<file path="config.mk">
export PLATFORM = sky130hd
export DESIGN_NAME = line_follow_pd_steering_unit
export DESIGN_NICKNAME = d
export VERILOG_FILES = /design/src/hdl/lfpd_pkg.sv /design/src/hdl/line_follow_pd_steering_unit.sv /design/src/hdl/lfpd_mac.sv /design/src/hdl/lfpd_seq.sv
export SDC_FILE = /design/constraint.sdc
export NUM_CORES = 1
export LEC_CHECK = 0
export BUFFER_PORTS_ARGS = -buffer_cell sky130_fd_sc_hd__buf_2
export CAP_MARGIN = 20
export CORE_MARGIN = 2
export CORE_UTILIZATION = 65
export DETAILED_ROUTE_END_ITERATION = 10
export GPL_TIMING_DRIVEN = 0
export PLACE_DENSITY_LB_ADDON = 0.3
export SYNTH_ARGS = -nofsm -noshare
export SYNTH_HDL_FRONTEND = slang
export SYNTH_SLANG_ARGS = --single-unit
</file>
<file path="constraint.sdc">
create_clock -name clk -period 27 [get_ports clk]
set_input_delay 5.4 -clock clk [delete_from_list [all_inputs] [get_ports clk]]
set_output_delay 5.4 -clock clk [all_outputs]
set_load 0.03 [all_outputs]
</file>
<file path="src/hdl/lfpd_pkg.sv">
`default_nettype none

package lfpd_pkg;

	// field and register widths
	localparam int unsigned SAMPLE_W = 12;
	localparam int unsigned DUTY_W   = 8;
	localparam int unsigned ALPHA_W  = 9;
	localparam int unsigned CFG_IDX_W = 3;
	localparam int unsigned CFG_DATA_W = 12;

	// shared unit widths
	localparam int unsigned OPA_W  = 20;
	localparam int unsigned OPB_W  = 9;
	localparam int unsigned PROD_W = OPA_W + OPB_W + 1;
	localparam int unsigned ACC_W  = 24;
	localparam int unsigned FILT_W = 20;
	localparam int unsigned TERM_W = FILT_W - 8;
	localparam int unsigned SPEED_W = 13;

	// gains per error magnitude
	localparam logic [7:0] KP_CENTER = 8'd25;
	localparam logic [7:0] KD_CENTER = 8'd140;
	localparam logic [7:0] KP_SOFT   = 8'd23;
	localparam logic [7:0] KD_SOFT   = 8'd160;
	localparam logic [7:0] KP_HARD   = 8'd220;
	localparam logic [7:0] KD_HARD   = 8'd100;

	// filter and speed limits
	localparam logic [ALPHA_W-1:0] ALPHA_ONE = 9'd256;
	localparam logic signed [ACC_W-1:0] FILT_MAX = 24'sd524287;
	localparam logic signed [ACC_W-1:0] FILT_MIN = -24'sd524288;
	localparam logic signed [SPEED_W-1:0] SPEED_MIN = -13'sd120;
	localparam logic signed [SPEED_W-1:0] SPEED_MAX = 13'sd255;

	// configuration register indexes
	typedef enum logic [CFG_IDX_W-1:0] {
		CFG_BLACK_THRESHOLD = 3'd0,
		CFG_BASE_STRAIGHT   = 3'd1,
		CFG_BASE_SOFT       = 3'd2,
		CFG_BASE_HARD       = 3'd3,
		CFG_ALPHA_Q8        = 3'd4
	} cfg_idx_t;

	typedef struct packed {
		logic [SAMPLE_W-1:0] left_sample;
		logic [SAMPLE_W-1:0] center_sample;
		logic [SAMPLE_W-1:0] right_sample;
	} in_beat_t;

	typedef struct packed {
		logic [DUTY_W-1:0] left_duty;
		logic              left_reverse;
		logic [DUTY_W-1:0] right_duty;
		logic              right_reverse;
	} out_beat_t;

	// sequencer states
	typedef enum logic [2:0] {
		ST_IDLE,
		ST_CLASS,
		ST_KP,
		ST_KD,
		ST_ALPHA,
		ST_DECAY,
		ST_SAT,
		ST_OUT
	} st_t;

	// operand pair for the shared multiply-add
	typedef enum logic [1:0] {
		OP_KP,
		OP_KD,
		OP_ALPHA,
		OP_DECAY
	} opsel_t;

	typedef struct packed {
		logic   in_ready;
		logic   class_en;
		logic   mac_en;
		logic   mac_clear;
		logic   mac_shift;
		opsel_t op_sel;
		logic   sat_en;
		logic   out_load;
	} ctrl_t;

	// sensor pattern {left, center, right} to steering error
	function automatic logic signed [2:0] err_map(input logic [2:0] lcr);
		logic signed [2:0] e;
		unique case (lcr)
			3'b011: e = 3'sd1;
			3'b001: e = 3'sd2;
			3'b110: e = -3'sd1;
			3'b100: e = -3'sd2;
			default: e = 3'sd0;
		endcase
		return e;
	endfunction

endpackage

`default_nettype wire

</file>
<file path="src/hdl/line_follow_pd_steering_unit.sv">
// channel | direction | payload    | handshake
// in      | into unit | in_beat_t  | in_valid / in_stall
// out     | from unit | out_beat_t | out_valid / out_stall
// cfg     | into unit | cfg_data   | cfg_wen, cfg_index
//
// a steering beat steps through the sequencer from acceptance to the next acceptance: the single
// multiply-add unit runs four passes (kp, kd, alpha, decay) then saturate and output.
// a beat with no sensor or all sensors on the line skips the multiplies.
// reset clears the configuration to its defaults and the filter state to zero.
// while the result register is held by out_stall the unit waits in its output step;
// a finished result in the register does not block the next input beat.
`default_nettype none

module line_follow_pd_steering_unit
	import lfpd_pkg::*;
(
	input  wire logic                  clk,
	input  wire logic                  arst_n,
	input  wire logic                  in_valid,
	output logic                       in_stall,
	input  wire in_beat_t              in_data,
	output logic                       out_valid,
	input  wire logic                  out_stall,
	output out_beat_t                  out_data,
	input  wire logic                  cfg_wen,
	input  wire logic [CFG_IDX_W-1:0]  cfg_index,
	input  wire logic [CFG_DATA_W-1:0] cfg_data
);

	ctrl_t ctrl;

	logic [SAMPLE_W-1:0] thr_q;
	logic [DUTY_W-1:0]   base_str_q;
	logic [DUTY_W-1:0]   base_soft_q;
	logic [DUTY_W-1:0]   base_hard_q;
	logic [ALPHA_W-1:0]  alpha_q;

	in_beat_t                 in_q;
	logic signed [2:0]        prior_q;
	logic signed [FILT_W-1:0] filt_q;
	logic signed [2:0]        err_q;
	logic signed [3:0]        d_q;
	logic [7:0]               kp_q;
	logic [7:0]               kd_q;
	logic [DUTY_W-1:0]        base_q;
	logic                     bypass_q;
	logic                     out_valid_q;
	out_beat_t                out_q;

	logic [2:0]               seen;
	logic                     bypass;
	logic signed [2:0]        err;
	logic [ALPHA_W-1:0]       alpha_sat;
	logic signed [OPA_W-1:0]  op_a;
	logic [OPB_W-1:0]         op_b;
	logic signed [ACC_W-1:0]  acc;
	logic                     in_fire;
	logic                     out_free;
	logic signed [TERM_W-1:0] term;
	logic signed [SPEED_W-1:0] speed_l;
	logic signed [SPEED_W-1:0] speed_r;

	// clamp a speed and split it into duty and direction
	function automatic logic [DUTY_W:0] to_motor(input logic signed [SPEED_W-1:0] sp);
		logic signed [SPEED_W-1:0] neg;
		logic [DUTY_W:0]           r;
		neg = -sp;
		if (sp < SPEED_MIN) begin
			r = {8'd120, 1'b1};
		end else if (sp > SPEED_MAX) begin
			r = {8'd255, 1'b0};
		end else if (sp < 0) begin
			r = {neg[DUTY_W-1:0], 1'b1};
		end else begin
			r = {sp[DUTY_W-1:0], 1'b0};
		end
		return r;
	endfunction

	lfpd_seq u_seq (
		.clk      (clk),
		.arst_n   (arst_n),
		.in_valid (in_valid),
		.bypass   (bypass),
		.out_free (out_free),
		.ctrl     (ctrl)
	);

	lfpd_mac u_mac (
		.clk   (clk),
		.en    (ctrl.mac_en),
		.clear (ctrl.mac_clear),
		.shift (ctrl.mac_shift),
		.op_a  (op_a),
		.op_b  (op_b),
		.acc   (acc)
	);

	// handshake
	assign in_stall  = !ctrl.in_ready;
	assign in_fire   = in_valid && ctrl.in_ready;
	assign out_free  = !out_valid_q || !out_stall;
	assign out_valid = out_valid_q;
	assign out_data  = out_q;

	// configuration registers
	always_ff @(posedge clk or negedge arst_n) begin
		if (!arst_n) begin
			thr_q       <= 12'd500;
			base_str_q  <= 8'd230;
			base_soft_q <= 8'd130;
			base_hard_q <= 8'd80;
			alpha_q     <= 9'd77;
		end else if (cfg_wen) begin
			unique case (cfg_idx_t'(cfg_index))
				CFG_BLACK_THRESHOLD: thr_q       <= cfg_data;
				CFG_BASE_STRAIGHT:   base_str_q  <= cfg_data[DUTY_W-1:0];
				CFG_BASE_SOFT:       base_soft_q <= cfg_data[DUTY_W-1:0];
				CFG_BASE_HARD:       base_hard_q <= cfg_data[DUTY_W-1:0];
				CFG_ALPHA_Q8:        alpha_q     <= cfg_data[ALPHA_W-1:0];
				default: ;
			endcase
		end
	end

	// input capture
	always_ff @(posedge clk) begin
		if (in_fire) begin
			in_q <= in_data;
		end
	end

	// line detection and error
	always_comb begin
		seen[2]   = in_q.left_sample < thr_q;
		seen[1]   = in_q.center_sample < thr_q;
		seen[0]   = in_q.right_sample < thr_q;
		bypass    = (seen == 3'b000) || (seen == 3'b111);
		err       = err_map(seen);
		alpha_sat = (alpha_q > ALPHA_ONE) ? ALPHA_ONE : alpha_q;
	end

	// per-beat gains, base duty and derivative
	always_ff @(posedge clk) begin
		if (ctrl.class_en) begin
			err_q    <= err;
			d_q      <= 4'(err) - 4'(prior_q);
			bypass_q <= bypass;
			priority if (bypass || err == 3'sd0) begin
				kp_q   <= KP_CENTER;
				kd_q   <= KD_CENTER;
				base_q <= base_str_q;
			end else if (err == 3'sd1 || err == -3'sd1) begin
				kp_q   <= KP_SOFT;
				kd_q   <= KD_SOFT;
				base_q <= base_soft_q;
			end else begin
				kp_q   <= KP_HARD;
				kd_q   <= KD_HARD;
				base_q <= base_hard_q;
			end
		end
	end

	// controller state: prior error and filtered term
	always_ff @(posedge clk or negedge arst_n) begin
		if (!arst_n) begin
			prior_q <= '0;
			filt_q  <= '0;
		end else begin
			if (ctrl.class_en) begin
				if (seen == 3'b111) begin
					prior_q <= '0;
					filt_q  <= '0;
				end else if (!bypass) begin
					prior_q <= err;
				end
			end
			if (ctrl.sat_en) begin
				if (acc > FILT_MAX) begin
					filt_q <= FILT_MAX[FILT_W-1:0];
				end else if (acc < FILT_MIN) begin
					filt_q <= FILT_MIN[FILT_W-1:0];
				end else begin
					filt_q <= acc[FILT_W-1:0];
				end
			end
		end
	end

	// operand select for the shared multiply-add
	always_comb begin
		unique case (ctrl.op_sel)
			OP_KP: begin
				op_a = OPA_W'(err_q);
				op_b = {1'b0, kp_q};
			end
			OP_KD: begin
				op_a = OPA_W'(d_q);
				op_b = {1'b0, kd_q};
			end
			OP_ALPHA: begin
				op_a = acc[OPA_W-1:0];
				op_b = alpha_sat;
			end
			OP_DECAY: begin
				op_a = filt_q;
				op_b = ALPHA_ONE - alpha_sat;
			end
			default: begin
				op_a = '0;
				op_b = '0;
			end
		endcase
	end

	// filtered term truncated toward zero, then motor speeds
	always_comb begin
		term = filt_q[FILT_W-1:8];
		if (filt_q[FILT_W-1] && (filt_q[7:0] != 8'd0)) begin
			term = term + TERM_W'(1);
		end
		if (bypass_q) begin
			term = '0;
		end
		speed_l = $signed({5'b0, base_q}) - SPEED_W'(term);
		speed_r = $signed({5'b0, base_q}) + SPEED_W'(term);
	end

	// result register
	always_ff @(posedge clk or negedge arst_n) begin
		if (!arst_n) begin
			out_valid_q <= 1'b0;
		end else if (ctrl.out_load) begin
			out_valid_q <= 1'b1;
		end else if (!out_stall) begin
			out_valid_q <= 1'b0;
		end
	end

	always_ff @(posedge clk) begin
		if (ctrl.out_load) begin
			{out_q.left_duty, out_q.left_reverse}   <= to_motor(speed_l);
			{out_q.right_duty, out_q.right_reverse} <= to_motor(speed_r);
		end
	end

`ifndef SYNTHESIS
	// an accepted beat keeps the unit busy on the next cycle
	a_busy_after_accept: assert property (@(posedge clk) disable iff (!arst_n)
		(in_valid && !in_stall) |=> in_stall)
		else $error("input accepted twice in a row");

	// reverse duty never beyond the reverse limit
	a_left_rev_range: assert property (@(posedge clk) disable iff (!arst_n)
		(out_valid && out_data.left_reverse) |->
		(out_data.left_duty <= 8'd120 && out_data.left_duty != 8'd0))
		else $error("left reverse duty out of range");

	a_right_rev_range: assert property (@(posedge clk) disable iff (!arst_n)
		(out_valid && out_data.right_reverse) |->
		(out_data.right_duty <= 8'd120 && out_data.right_duty != 8'd0))
		else $error("right reverse duty out of range");

	// a result loads only into a free output register
	a_no_overwrite: assert property (@(posedge clk) disable iff (!arst_n)
		ctrl.out_load |-> (!out_valid_q || !out_stall))
		else $error("result register overwritten");
`endif

endmodule

`default_nettype wire

</file>
<file path="src/hdl/lfpd_mac.sv">
`default_nettype none

module lfpd_mac
	import lfpd_pkg::*;
(
	input  wire logic                    clk,
	input  wire logic                    en,
	input  wire logic                    clear,
	input  wire logic                    shift,
	input  wire logic signed [OPA_W-1:0] op_a,
	input  wire logic [OPB_W-1:0]        op_b,
	output logic signed [ACC_W-1:0]      acc
);

	logic signed [PROD_W-1:0] prod;
	logic signed [PROD_W-1:0] prod_sh;
	logic signed [ACC_W-1:0]  addend;
	logic signed [ACC_W-1:0]  acc_q;

	// signed by unsigned multiply, optional floor divide by 256
	always_comb begin
		prod    = PROD_W'(op_a) * PROD_W'($signed({1'b0, op_b}));
		prod_sh = prod >>> 8;
		addend  = shift ? prod_sh[ACC_W-1:0] : prod[ACC_W-1:0];
	end

	// accumulator
	always_ff @(posedge clk) begin
		if (en) begin
			acc_q <= (clear ? '0 : acc_q) + addend;
		end
	end

	assign acc = acc_q;

endmodule

`default_nettype wire

</file>
<file path="src/hdl/lfpd_seq.sv">
`default_nettype none

module lfpd_seq
	import lfpd_pkg::*;
(
	input  wire logic clk,
	input  wire logic arst_n,
	input  wire logic in_valid,
	input  wire logic bypass,
	input  wire logic out_free,
	output ctrl_t     ctrl
);

	st_t state_q;
	st_t state_nxt;

	// state register
	always_ff @(posedge clk or negedge arst_n) begin
		if (!arst_n) begin
			state_q <= ST_IDLE;
		end else begin
			state_q <= state_nxt;
		end
	end

	// next state
	always_comb begin
		state_nxt = state_q;
		unique case (state_q)
			ST_IDLE:  if (in_valid) state_nxt = ST_CLASS;
			ST_CLASS: state_nxt = bypass ? ST_OUT : ST_KP;
			ST_KP:    state_nxt = ST_KD;
			ST_KD:    state_nxt = ST_ALPHA;
			ST_ALPHA: state_nxt = ST_DECAY;
			ST_DECAY: state_nxt = ST_SAT;
			ST_SAT:   state_nxt = ST_OUT;
			ST_OUT:   if (out_free) state_nxt = ST_IDLE;
			default:  state_nxt = ST_IDLE;
		endcase
	end

	// control outputs
	always_comb begin
		ctrl = '0;
		ctrl.op_sel = OP_KP;
		unique case (state_q)
			ST_IDLE: ctrl.in_ready = 1'b1;
			ST_CLASS: ctrl.class_en = 1'b1;
			ST_KP: begin
				ctrl.mac_en    = 1'b1;
				ctrl.mac_clear = 1'b1;
				ctrl.op_sel    = OP_KP;
			end
			ST_KD: begin
				ctrl.mac_en = 1'b1;
				ctrl.op_sel = OP_KD;
			end
			ST_ALPHA: begin
				ctrl.mac_en    = 1'b1;
				ctrl.mac_clear = 1'b1;
				ctrl.op_sel    = OP_ALPHA;
			end
			ST_DECAY: begin
				ctrl.mac_en    = 1'b1;
				ctrl.mac_shift = 1'b1;
				ctrl.op_sel    = OP_DECAY;
			end
			ST_SAT: ctrl.sat_en = 1'b1;
			ST_OUT: ctrl.out_load = out_free;
			default: ctrl = '0;
		endcase
	end

endmodule

`default_nettype wire

</file>
==> impl_metrics.json <==
{
  "ctsRootBufferMaster": "clkbuf_16",
  "critPathArrivalTime_ns": 11.49,
  "post_cts.repair.setup_buffers": 0,
  "nFillCells": 1921,
  "startpoint_type": "flip-flop",
  "dp.final_hpwl_mm": 33.7,
  "via_cell_ratio": 6.13,
  "syn-cell-area_mm2": 0.0173,
  "grt_antenna_before_repair": 0,
  "crit_required_ns": 27.19,
  "route.vias.total": 13800,
  "cts_hold_repair.buffers": 0,
  "synthFlopType": "edfxtp_1",
  "async_reset_ff_share_pct": 41.9,
  "core_region_area_mm2": 0.0261,
  "cts_buffer_depth": 2,
  "globalRouteMet2Util_pct": 50.9,
  "fin_crit_ns": 11.30,
  "drtIter0Drc": 1200,
  "grt_overflow": 0,
  "groute.usage.overall_pct": 31.9,
  "hold_fails_final_rpt": 0,
  "insertion_delay_ns": 0.44,
  "clk_transition_reported_paths_ns": 0.08,
  "fp.dieW_um": 167,
  "setup_repair_after_global_routing_missed_its_margin": "no",
  "path_delay_family": "compound AO/OA/AOI/OAI gates",
  "globalRouteMet3Util_pct": 7.65,
  "cap_viol_max_count": 0,
  "ys.warnings.count": 0,
  "initial_utilization_pct": 66.3,
  "worst_slew_margin_rel_pct": 18.2,
  "end_kind": "flip-flop",
  "ant_nets": 0,
  "register_area_mm2": 0.00483,
  "io_buffers": 75,
  "busiest_layer": "met2",
  "post_cts_resize_count": 0,
  "crit_buf_inv": 9,
  "routed_wire_length_per_instance_um": 19.1,
  "crit_fanout": 10,
  "hold_path.class": "flip-flop to flip-flop",
  "clock_sink_count": 172,
  "synth_cell_type_count": 78,
  "cts_tree": "yes",
  "multi_input_area_mm2": 0.0114,
  "report.final.slew_viol_count": 0,
  "max_freq_mhz": 88.5,
  "timing_worst_setup_path_type": "flip-flop to flip-flop",
  "seq_area_frac_synth_pct": 28.0,
  "global_route_wire_length_before_repair_mm": 70.7,
  "routed_wl_mm": 42.9,
  "die_area_mm2": 0.0279,
  "finalSetupTns_ns": 0,
  "place.gp.congestion": 0.971,
  "run_status": "finished clean",
  "i_o_pins": 76,
  "final_layout_size_suffix_gt1_share_pct": 12.2,
  "vias_in_the_first_global_route": 13900,
  "maximum_number_of_pins_on_one_net_before_global_route_repair": 73,
  "synthesis.instances": 1805,
  "setup-violations-final": 0,
  "synth.net_count": 2170,
  "final.period_utilization_pct": 41.9,
  "tightest_slew_ns": 1.22,
  "final_net_count": 2268,
  "total_of_flip_flops_plus_latches_after_synthesis": 172,
  "cpMaxStageDelayCell": "clkbuf_1",
  "areaGrowthSynthToFinish_pct": 8.45,
  "cts-buffers-inserted": 17,
  "grt.met1_usage_pct": 43.0,
  "die_height_um": 167,
  "ctsHtreeMaxLevel": 4,
  "number_of_flops_mapped_to_enable_cells_by_yosys": 100,
  "cpPeakStageDelay_ns": 0.59,
  "fin_skew_ns": 0.0155,
  "crit_top_cell": "inv_1",
  "drc": 0,
  "syn_avg_cell_area_um2": 9.57,
  "num_rows": 59,
  "drt-pass1-iter-count": 7
}
-- cells in the final DEF, fill, tap and decap left out, types with 67 or more instances in the layout --
master    count
fa_1        154
o21ai_0      67
edfxtp_1    100
ha_1        155
inv_1       235
nand2_1     145
nor2_1      197
buf_2        78
a21oi_1      79
-- area by class of cell --
class	count	area share (%)
Sequential cell	172	25.8
Buffer	52	1.11
Clock buffer	17	2.27
Inverter	236	4.73
Clock inverter	15	0.955
Multi-Input combinational cell	1345	60.7
Antenna cell	1	0.0134
Timing Repair Buffer	79	2.23
Tap cell	335	2.24
-- synth_stat cells, drive strengths merged, types with 36 or more instances --
cell type | count | area, um^2
inv | 235 | 882
nor2 | 198 | 743
ha | 155 | 1940
fa | 154 | 3080
nand2 | 145 | 544
edfxtp | 100 | 3000
a21oi | 80 | 400
o21ai | 75 | 390
dfrtp | 53 | 1330
mux2 | 53 | 597
xnor2 | 52 | 463
clkbuf | 47 | 186
and2 | 37 | 231
a21o | 36 | 270
-- routing by layer --
| layer | vias up | part of all wire [%] |
|---|---|---|
| met4 | 0 | 3.7 |
| li1 | 6337 | - |
| met3 | 141 | 9.2 |
| met2 | 672 | 46 |
| met5 | - | 0 |
| met1 | 6651 | 41 |
-- cell families after synthesis --
| group | synth area share (%) |
|---|---|
| multiplexers | 3.92 |
| flip-flops | 28.0 |
| AO/OA/AOI/OAI | 13.4 |
| XOR/XNOR | 4.35 |
| adder cells (fa/ha/maj) | 29.1 |
| AND/OR/NAND/NOR | 15.0 |
| buffers and inverters | 6.33 |
-- registers in the layout, indices dropped and copies added, names as in the netlist, 4 cells and up --
name	flops
alpha_q	9
base_hard_q	8
base_q	8
base_soft_q	8
base_str_q	8
d_q	4
filt_q	20
in_q	36
kp_q	5
out_data	18
thr_q	12
u_mac.acc	24
-- worst reg2reg max path: cells and delay by family (launching register included) --
kind	cells	cell delay, ns
compound gates	16	3.62
fa+ha+maj	8	3.42
buf+inv	9	1.87
simple gates	5	1.30
xor+xnor	2	0.44
flops	1	0.42
-- through the flow --
stage / std cells / utilization, % / setup slack (ns) / instance area (um^2) / hold slack (ns)
after floorplan: 1805 / - / 17.79 / 17300 / 0.466
after global placement: 2215 / 69.3 / 16.06 / 18100 / 0.483
after detailed placement: 2219 / 69.5 / 15.98 / 18100 / 0.491
after CTS: 2251 / 71.9 / 15.86 / 18700 / 0.508
after global routing: 2251 / 71.9 / 15.03 / 18700 / 0.521
final: 2252 / 71.9 / 15.70 / 18700 / 0.506
-- path summary, 6_finish.rpt --
path	startpoint	depth (start not counted)	slack [ns]	endpoint
setup / recovery	u_seq.state_q[0]$_DFFE_PN0P_	40	15.70	u_mac.acc[21]$_DFFE_PP_
hold / removal	base_soft_q[0]$_DFFE_PN0P_	1	0.51	base_soft_q[0]$_DFFE_PN0P_
setup reg to reg	u_seq.state_q[0]$_DFFE_PN0P_	40	15.70	u_mac.acc[21]$_DFFE_PP_
hold reg to reg	base_soft_q[0]$_DFFE_PN0P_	1	0.51	base_soft_q[0]$_DFFE_PN0P_
max in group asynchronous	arst_n	1	21.30	filt_q[10]$_DFFE_PN0P_
min in group asynchronous	arst_n	1	5.09	base_hard_q[5]$_DFFE_PN0P_
Power is left out: the tool's default activity adds up to more than one toggle a clock period on the data nets, which glitch-free logic cannot reach.
